===== src/hw/rtl/nws_pkg.sv =====
// Shared constants, operation codes and transfer types of the weight splatting block.
package nws_pkg;

	// Default geometry and arithmetic settings.
	localparam int GRID_SIDE      = 4;
	localparam int FRACTION_BITS  = 20;
	localparam int MAX_WEIGHT_SUM = 256;

	// Fixed field widths.
	localparam int WEIGHT_W = 9;
	localparam int ACC_W    = 32;
	localparam int INT_W    = 16;

	// Operation codes carried in the operation field.
	localparam logic [1:0] OP_WRITE = 2'd0;
	localparam logic [1:0] OP_SPLAT = 2'd1;
	localparam logic [1:0] OP_CLEAR = 2'd2;

	// Input transfer.
	typedef struct packed {
		logic [1:0]          operation;
		logic [1:0]          row;
		logic [1:0]          col;
		logic [WEIGHT_W-1:0] weight;
		logic [INT_W-1:0]    intensity;
	} in_item_t;

	// Result transfer.
	typedef struct packed {
		logic [1:0]       node_row;
		logic [1:0]       node_col;
		logic [ACC_W-1:0] count_value;
		logic [ACC_W-1:0] intensity_value;
		logic             sum_error;
		logic             last;
	} out_item_t;

endpackage


===== src/hw/rtl/nws_ram.sv =====
// Generic single-write, single-read RAM with a registered, enable-held read port.
module nws_ram #(
	parameter int WIDTH = 32,
	parameter int DEPTH = 16,
	localparam int AW = (DEPTH > 1) ? $clog2(DEPTH) : 1
) (
	input  logic             clk,
	input  logic             we,
	input  logic [AW-1:0]    waddr,
	input  logic [WIDTH-1:0] wdata,
	input  logic             re,
	input  logic [AW-1:0]    raddr,
	output logic [WIDTH-1:0] rdata
);

	logic [WIDTH-1:0] mem_q [DEPTH];
	logic [WIDTH-1:0] rdata_q;

	// Write port.
	always_ff @(posedge clk) begin
		if (we) begin
			mem_q[waddr] <= wdata;
		end
	end

	// Read port; the data holds while no read is enabled.
	always_ff @(posedge clk) begin
		if (re) begin
			rdata_q <= mem_q[raddr];
		end
	end

	assign rdata = rdata_q;

endmodule


===== src/hw/rtl/normalized_weight_splat_core.sv =====
// Top level of the normalized weight splatting block.
//
//   Channel | Handshake                 | Payload
//   --------+---------------------------+---------------------
//   input   | in_valid / in_stall       | in_data  (in_item_t)
//   result  | out_valid / out_stall     | out_data (out_item_t)
//
// A weight write reads the old weight, then writes the new one and adjusts the sum.
// A clear resets the accumulator valid bits. A splat with an oversized sum returns a single error result.
// A splat first forms the reciprocal of the weight sum in a bit-serial divider, then
// one node per cycle, while the result side does not stall, passes the read, scale,
// weight and write-back stages of the accumulator RAM, and the last node drains
// through them. A splat with a zero weight sum skips the divider.
// Reset clears valid bits held in flip-flops at once; no clearing pass is run.
// A stall on the result side freezes the node pipeline; items are taken one at a time.
module normalized_weight_splat_core #(
	parameter int GRID_SIDE      = nws_pkg::GRID_SIDE,       // 2 .. 4 with 2-bit indexes
	parameter int FRACTION_BITS  = nws_pkg::FRACTION_BITS,
	parameter int MAX_WEIGHT_SUM = nws_pkg::MAX_WEIGHT_SUM
) (
	input  logic               clk,
	input  logic               arst_n,
	input  logic               in_valid,
	output logic               in_stall,
	input  nws_pkg::in_item_t  in_data,
	output logic               out_valid,
	input  logic               out_stall,
	output nws_pkg::out_item_t out_data
);

	localparam int NODES  = GRID_SIDE * GRID_SIDE;
	localparam int IDX_W  = $clog2(NODES);
	localparam int W_W    = nws_pkg::WEIGHT_W;
	localparam int ACC_W  = nws_pkg::ACC_W;
	localparam int INT_W  = nws_pkg::INT_W;
	localparam int SUM_W  = $clog2(NODES * ((1 << W_W) - 1) + 1);
	localparam int REC_W  = FRACTION_BITS + 1;
	localparam int STEP_W = $clog2(REC_W);
	localparam int MUL_W  = W_W + REC_W;
	localparam int PROD_W = ACC_W + INT_W;

	typedef enum logic [2:0] {
		ST_IDLE,
		ST_WUPD,
		ST_DIV,
		ST_RUN,
		ST_DRAIN,
		ST_ERR
	} state_t;

	state_t             state_q;
	logic [IDX_W-1:0]   idx_q;
	logic [1:0]         row_q;
	logic [1:0]         col_q;
	logic [STEP_W-1:0]  step_q;
	logic [SUM_W-1:0]   rem_q;
	logic [REC_W-1:0]   dvd_q;
	logic [SUM_W-1:0]   sum_q;
	logic [NODES-1:0]   w_vld_q;
	logic [NODES-1:0]   acc_vld_q;
	logic               out_valid_q;
	nws_pkg::out_item_t out_data_q;
	logic [IDX_W-1:0]   waddr_q;
	logic [W_W-1:0]     wnew_q;
	logic [INT_W-1:0]   intensity_q;

	// Node pipeline registers.
	logic               v_s1, v_s2, v_s3;
	logic [IDX_W-1:0]   idx_s1, idx_s2, idx_s3;
	logic [1:0]         row_s1, row_s2, row_s3;
	logic [1:0]         col_s1, col_s2, col_s3;
	logic               last_s1, last_s2, last_s3;
	logic [ACC_W-1:0]   norm_s2;
	logic [ACC_W-1:0]   cnt_s2, cnt_s3;
	logic [ACC_W-1:0]   int_s2, int_s3;
	logic [ACC_W-1:0]   prod_s3;

	logic               accept;
	logic               adv;
	logic               issue;
	logic               out_load;
	logic               in_grid;
	logic [IDX_W-1:0]   in_idx;
	logic [IDX_W-1:0]   node_last;
	logic [SUM_W:0]     trial;
	logic [SUM_W:0]     diff;
	logic               ge;
	logic [W_W-1:0]     w_rdata;
	logic [W_W-1:0]     w_old;
	logic [W_W-1:0]     w_eff;
	logic [2*ACC_W-1:0] acc_rdata;
	logic [2*ACC_W-1:0] acc_wdata;
	logic [ACC_W-1:0]   cnt_rd;
	logic [ACC_W-1:0]   int_rd;
	logic [ACC_W-1:0]   int_new;
	logic [MUL_W-1:0]   mul_full;
	logic [PROD_W-1:0]  prod_full;
	logic               w_re;
	logic [IDX_W-1:0]   w_raddr;
	logic               acc_we;

	// Handshake and pipeline advance.
	assign in_stall = (state_q != ST_IDLE);
	assign accept   = in_valid && !in_stall;
	assign adv      = !out_valid_q || !out_stall;
	assign issue    = (state_q == ST_RUN) && adv;

	// A new result transfer is loaded into the output register this cycle.
	assign out_load = acc_we || ((state_q == ST_ERR) && adv);

	// Node address of a weight write and its range check.
	assign in_grid   = ({1'b0, in_data.row} < 3'(GRID_SIDE)) &&
	                   ({1'b0, in_data.col} < 3'(GRID_SIDE));
	assign in_idx    = IDX_W'(int'(in_data.row) * GRID_SIDE + int'(in_data.col));
	assign node_last = IDX_W'(NODES - 1);

	// One restoring division step of the reciprocal.
	assign trial = {rem_q, dvd_q[REC_W-1]};
	assign ge    = (trial >= {1'b0, sum_q});
	assign diff  = trial - {1'b0, sum_q};

	// Weight RAM: read for the node loop or for the old value of a weight write.
	assign w_re    = (state_q == ST_RUN) ? issue : accept;
	assign w_raddr = (state_q == ST_RUN) ? idx_q : in_idx;
	assign w_old   = w_vld_q[waddr_q] ? w_rdata : '0;

	nws_ram #(
		.WIDTH(W_W),
		.DEPTH(NODES)
	) u_weight_ram (
		.clk  (clk),
		.we   (state_q == ST_WUPD),
		.waddr(waddr_q),
		.wdata(wnew_q),
		.re   (w_re),
		.raddr(w_raddr),
		.rdata(w_rdata)
	);

	// Accumulator RAM: count in the upper half, intensity in the lower half.
	assign acc_we    = adv && v_s3;
	assign int_new   = int_s3 + prod_s3;
	assign acc_wdata = {cnt_s3, int_new};

	nws_ram #(
		.WIDTH(2 * ACC_W),
		.DEPTH(NODES)
	) u_acc_ram (
		.clk  (clk),
		.we   (acc_we),
		.waddr(idx_s3),
		.wdata(acc_wdata),
		.re   (issue),
		.raddr(idx_q),
		.rdata(acc_rdata)
	);

	// Entries never written since reset (accumulators also since a clear) read as zero.
	assign w_eff  = w_vld_q[idx_s1] ? w_rdata : '0;
	assign cnt_rd = acc_vld_q[idx_s1] ? acc_rdata[2*ACC_W-1:ACC_W] : '0;
	assign int_rd = acc_vld_q[idx_s1] ? acc_rdata[ACC_W-1:0] : '0;

	// Scale the weight by the reciprocal, then the normalized weight by the intensity.
	assign mul_full  = MUL_W'(w_eff) * MUL_W'(dvd_q);
	assign prod_full = PROD_W'(norm_s2) * PROD_W'(intensity_q);

	// Control sequencer, running weight sum, divider and result register.
	always_ff @(posedge clk or negedge arst_n) begin
		if (!arst_n) begin
			state_q     <= ST_IDLE;
			idx_q       <= '0;
			row_q       <= '0;
			col_q       <= '0;
			step_q      <= '0;
			rem_q       <= '0;
			dvd_q       <= '0;
			sum_q       <= '0;
			w_vld_q     <= '0;
			acc_vld_q   <= '0;
			out_valid_q <= 1'b0;
			out_data_q  <= '0;
			waddr_q     <= '0;
			wnew_q      <= '0;
			intensity_q <= '0;
		end else begin
			if (out_valid_q && !out_stall && !out_load) begin
				out_valid_q <= 1'b0;
			end

			case (state_q)
				ST_IDLE: begin
					if (accept) begin
						case (in_data.operation)
							nws_pkg::OP_WRITE: begin
								if (in_grid) begin
									waddr_q <= in_idx;
									wnew_q  <= in_data.weight;
									state_q <= ST_WUPD;
								end
							end
							nws_pkg::OP_SPLAT: begin
								intensity_q <= in_data.intensity;
								idx_q       <= '0;
								row_q       <= '0;
								col_q       <= '0;
								if (sum_q > SUM_W'(MAX_WEIGHT_SUM)) begin
									state_q <= ST_ERR;
								end else if (sum_q == '0) begin
									// All weights are zero, so every scaled weight is zero.
									dvd_q   <= '0;
									state_q <= ST_RUN;
								end else begin
									rem_q   <= '0;
									dvd_q   <= REC_W'(1 << FRACTION_BITS) +
									           REC_W'(sum_q >> 1);
									step_q  <= STEP_W'(REC_W - 1);
									state_q <= ST_DIV;
								end
							end
							nws_pkg::OP_CLEAR: begin
								acc_vld_q <= '0;
							end
							default: begin
							end
						endcase
					end
				end
				ST_WUPD: begin
					sum_q            <= sum_q - SUM_W'(w_old) + SUM_W'(wnew_q);
					w_vld_q[waddr_q] <= 1'b1;
					state_q          <= ST_IDLE;
				end
				ST_DIV: begin
					rem_q <= ge ? diff[SUM_W-1:0] : trial[SUM_W-1:0];
					dvd_q <= {dvd_q[REC_W-2:0], ge};
					if (step_q == '0) begin
						state_q <= ST_RUN;
					end else begin
						step_q <= step_q - 1'b1;
					end
				end
				ST_RUN: begin
					if (adv) begin
						idx_q <= idx_q + 1'b1;
						if (col_q == 2'(GRID_SIDE - 1)) begin
							col_q <= '0;
							row_q <= row_q + 1'b1;
						end else begin
							col_q <= col_q + 1'b1;
						end
						if (idx_q == node_last) begin
							state_q <= ST_DRAIN;
						end
					end
				end
				ST_DRAIN: begin
					if (!v_s1 && !v_s2 && !v_s3) begin
						state_q <= ST_IDLE;
					end
				end
				ST_ERR: begin
					if (adv) begin
						out_valid_q <= 1'b1;
						out_data_q  <= '{node_row: 2'd0, node_col: 2'd0, count_value: '0,
						                 intensity_value: '0, sum_error: 1'b1, last: 1'b1};
						state_q     <= ST_IDLE;
					end
				end
				default: begin
					state_q <= ST_IDLE;
				end
			endcase

			// Write-back stage: the updated node becomes the next result transfer.
			if (acc_we) begin
				acc_vld_q[idx_s3]          <= 1'b1;
				out_valid_q                <= 1'b1;
				out_data_q.node_row        <= row_s3;
				out_data_q.node_col        <= col_s3;
				out_data_q.count_value     <= cnt_s3;
				out_data_q.intensity_value <= int_new;
				out_data_q.sum_error       <= 1'b0;
				out_data_q.last            <= last_s3;
			end
		end
	end

	// Stage valid bits of the node pipeline.
	always_ff @(posedge clk or negedge arst_n) begin
		if (!arst_n) begin
			v_s1 <= 1'b0;
			v_s2 <= 1'b0;
			v_s3 <= 1'b0;
		end else if (adv) begin
			v_s1 <= issue;
			v_s2 <= v_s1;
			v_s3 <= v_s2;
		end
	end

	// Stage payloads of the node pipeline.
	always_ff @(posedge clk) begin
		if (adv) begin
			idx_s1  <= idx_q;
			row_s1  <= row_q;
			col_s1  <= col_q;
			last_s1 <= (idx_q == node_last);

			idx_s2  <= idx_s1;
			row_s2  <= row_s1;
			col_s2  <= col_s1;
			last_s2 <= last_s1;
			norm_s2 <= ACC_W'(mul_full);
			cnt_s2  <= cnt_rd;
			int_s2  <= int_rd;

			idx_s3  <= idx_s2;
			row_s3  <= row_s2;
			col_s3  <= col_s2;
			last_s3 <= last_s2;
			cnt_s3  <= cnt_s2 + norm_s2;
			int_s3  <= int_s2;
			prod_s3 <= prod_full[ACC_W-1:0];
		end
	end

	assign out_valid = out_valid_q;
	assign out_data  = out_data_q;

endmodule

===== config.mk =====
export PLATFORM = sky130hd
export DESIGN_NAME = normalized_weight_splat_core
export DESIGN_NICKNAME = d
export VERILOG_FILES = /design/src/hw/rtl/nws_pkg.sv /design/src/hw/rtl/nws_ram.sv /design/src/hw/rtl/normalized_weight_splat_core.sv
export SDC_FILE = /design/constraint.sdc
export NUM_CORES = 2
export LEC_CHECK = 0
export BUFFER_PORTS_ARGS = -buffer_cell sky130_fd_sc_hd__clkbuf_2
export CELL_PAD_IN_SITES_DETAIL_PLACEMENT = 1
export CELL_PAD_IN_SITES_GLOBAL_PLACEMENT = 1
export CORE_UTILIZATION = 25
export CTS_CLUSTER_DIAMETER = 40
export CTS_CLUSTER_SIZE = 8
export DETAILED_ROUTE_END_ITERATION = 10
export PLACE_DENSITY = 0.48
export SLEW_MARGIN = 20
export SYNTH_ARGS = -nofsm -noshare
export SYNTH_HDL_FRONTEND = slang
export SYNTH_HIERARCHICAL = 1
export SYNTH_SLANG_ARGS = --single-unit

===== constraint.sdc =====
create_clock -name clk -period 33.8 [get_ports clk]
set_clock_uncertainty 0.2 [all_clocks]
set_input_delay 3.38 -clock clk [delete_from_list [all_inputs] [get_ports clk]]
set_output_delay 3.38 -clock clk [all_outputs]
set_load 0.05 [all_outputs]

==> run summary <==
Worst EP required - 34.24 ns
Post-Place Cell Area - 0.0890 mm²
I/O Buffers - 106
RSZ-0062 raised after global routing - no
final hold vios - 0
Clock Pin Slew Worst Setup and Hold Paths - 0.05 ns
count leader, synth - edfxtp_1
CP Cell Sequence - mux4_2, mux4_2, buf_4, and2_1, nand2_1, fa_1, inv_1, fa_1, inv_1, fa_1, fa_1, inv_1, ha_1, o21a_1, o31a_1, o41a_1, a21oi_1, o21a_1, o211ai_1, a31o_2, a21oi_1, xnor2_1
Remaining DRCs - 0
Cells after Synth - 5525
Max-slew headroom - 23.8%
clk sink count - 1656
Initial DRC Count - 2730
initial antenna violation count - 14
post-synth top area share - 52.8%
Syn-to-layout area delta - 19.9%
Finished Cell Area - 0.0995 mm²
max-slew violations - 0
Reg2Reg Setup Slack - 25.63 ns
sequential share of the synthesized area - 58.8%
min Tclk post-route - 8.17 ns
Clock Latency Late Sink - 0.91 ns
type of origin of the critical path - flip-flop
Synth area leaders - edfxtp_1, fa_1, mux4_2
leading area contributor after synthesis - edfxtp_1
die height - 578 µm
filler instances - 34500
post-CTS setup buffer count - 0
number of global-route vias before repair - 52600
TritonCTS clock tree - built
vias - 47600
Worst Setup End Kind - flip-flop
I/O Pins - 107
pin count of the biggest net entering global routing - 132
Slowest cell on crit path - and2_1
via/cell ratio - 4.57
Worst Hold Launch - int_s2[31]
H-tree depth - 5
Rows - 211
Yosys cell types - 85
top_reg_cell synth - edfxtp_1
deepest clock path buffer count - 4
status - completed
hpwl dp - 160 mm
HP Class - reg2reg
Crit path top cell by count - fa_1
Reg2Reg Capture Point - norm_s2[28]
syn_nets - 6220
worst r2r path cells - 22
worst r2r src - idx_s1[0]
CTS buffer count - 315
Resized Gates After CTS - 0
Finished Layout Cells - 10400
total congestion overflow - 0
f_max - 0.122 GHz
Layout Nets - 6517
Register Area - 0.0487 mm²
GP Congestion - 0.779
Antenna Nets Post-Route - 0
Crit Path Category - reg2reg
CORE AREA - 0.330 mm²
Worst Setup EP - norm_s2[28]
layout cells sized above 1 - 17.9%
Post-synth EDFFs - 1458
Arr. time, crit path - 8.60 ns
commonest cells in the netlist - edfxtp_1, inv_1, nand2_1
Avg WL per Cell - 24.0 µm
Die ar. - 0.334 mm²
max-cap viol count - 0
Initial Utilization - 25.1%
drt pass-1 iters - 4
Least-Margin Pin Slew - 1.14 ns
FF+latch count, synth - 1656
GRT Total Usage - 14.9%
TNS Setup - 0 ns
CTS Root Buffer Type - clkbuf_16
die width - 578 µm
global-route wire length before repair - 367 mm
Yosys warnings - 6
Post-synth ARST share - 12.0%
worst-path fanout max - 116
setup violators final - 0
synthesized area per cell - 15.0 µm²
Tcrit/Tclk final - 24.2%
CTS Hold Bufs - 0
DP Cell Count - 9871
largest stage delay on the critical path - 0.79 ns
routed wire length - 251 mm
footprint of the multi-input gates - 0.0311 mm²
Post-Syn Area - 0.0829 mm²
CP Launch Point - idx_s1[0]
cell usage in the layout (no fill, tap or decap), types with 41 or more instances in the layout:
cell	count
a22o_1	75
and2_1	237
dfrtp_1	195
clkbuf_16	320
a21oi_1	123
o21ai_0	101
nand3_1	43
xor2_1	41
mux4_2	292
xnor2_1	106
a22oi_1	148
edfxtp_1	1458
buf_4	134
ha_1	211
inv_1	570
nor2_1	123
clkbuf_1	64
clkbuf_2	105
and3_1	120
nand2_1	542
fa_1	449
a21o_1	53
layout make-up:
type	count	share of cell area, %
sequential	1656	49.0
multi-input combinational	3034	31.2
clock buffer	396	8.46
tap	4366	5.49
inverter	572	2.16
clock inverter	152	2.00
timing repair buffer	243	1.62
antenna	8	0.0201
critical path: cells and delay by family (launching register included):
family	cells	cell delay [ns]
compound gates	8	2.03
xor+xnor	1	0.09
fa+ha+maj	5	2.39
buf+inv	4	0.83
flops	1	0.63
mux	2	0.67
simple gates	2	0.97
logic make-up (layout without fill, tap and decap cells):
logic type	after synthesis	after routing	share of synthesized area [%]
buffers and inverters	835	1363	4.02
adders and majority gates	660	660	14.0
other	0	8	0
muxes	337	337	8.81
DFF	1656	1656	58.8
xor gates and xnor gates	150	150	1.58
AOI/OAI and AO/OA	676	676	5.77
and+or+nand+nor	1211	1211	7.03
sequential cells by signal, summed over array words and instances, names as in the netlist, 21 cells and up:
register,count
cnt_s2,32
cnt_s3,32
dvd_q,21
int_s2,32
int_s3,32
norm_s2,30
out_data,70
prod_s3,32
u_acc_ram/mem_q,1024
u_acc_ram/rdata,64
u_weight_ram/mem_q,144
routing by layer:
layer,global-route usage (%),vias to the layer above,wire length [µm]
met5,0,-,0
met4,3.96,0,5640
met3,2.09,324,10200
met2,25.1,921,121000
met1,20.1,25700,114000
li1,-,20700,-
per-stage QoR:
stage	hold slack (ns)	setup WS (ns)	util [%]
3_3_place_gp	0.202	25.60	27.0
3_5_place_dp	0.205	25.41	27.0
4_1_cts	0.200	25.55	30.1
2_1_floorplan	0.200	19.02	-
6_report	0.205	25.63	30.1
5_1_grt	0.209	25.15	30.1
worst min-delay path by stage:
stage	cells after the start	slack [ns]	end
final	0	0.20	int_s3[31]
after global routing	0	0.21	int_s3[31]
after CTS	0	0.20	int_s3[10]
after detailed placement	0	0.21	col_s2[1]
after global placement	0	0.20	int_s3[9]
after floorplan	0	0.20	col_s2[0]
Power is not shown: default switching activity piles up to over one toggle a cycle in this logic, so the estimate is an artifact.
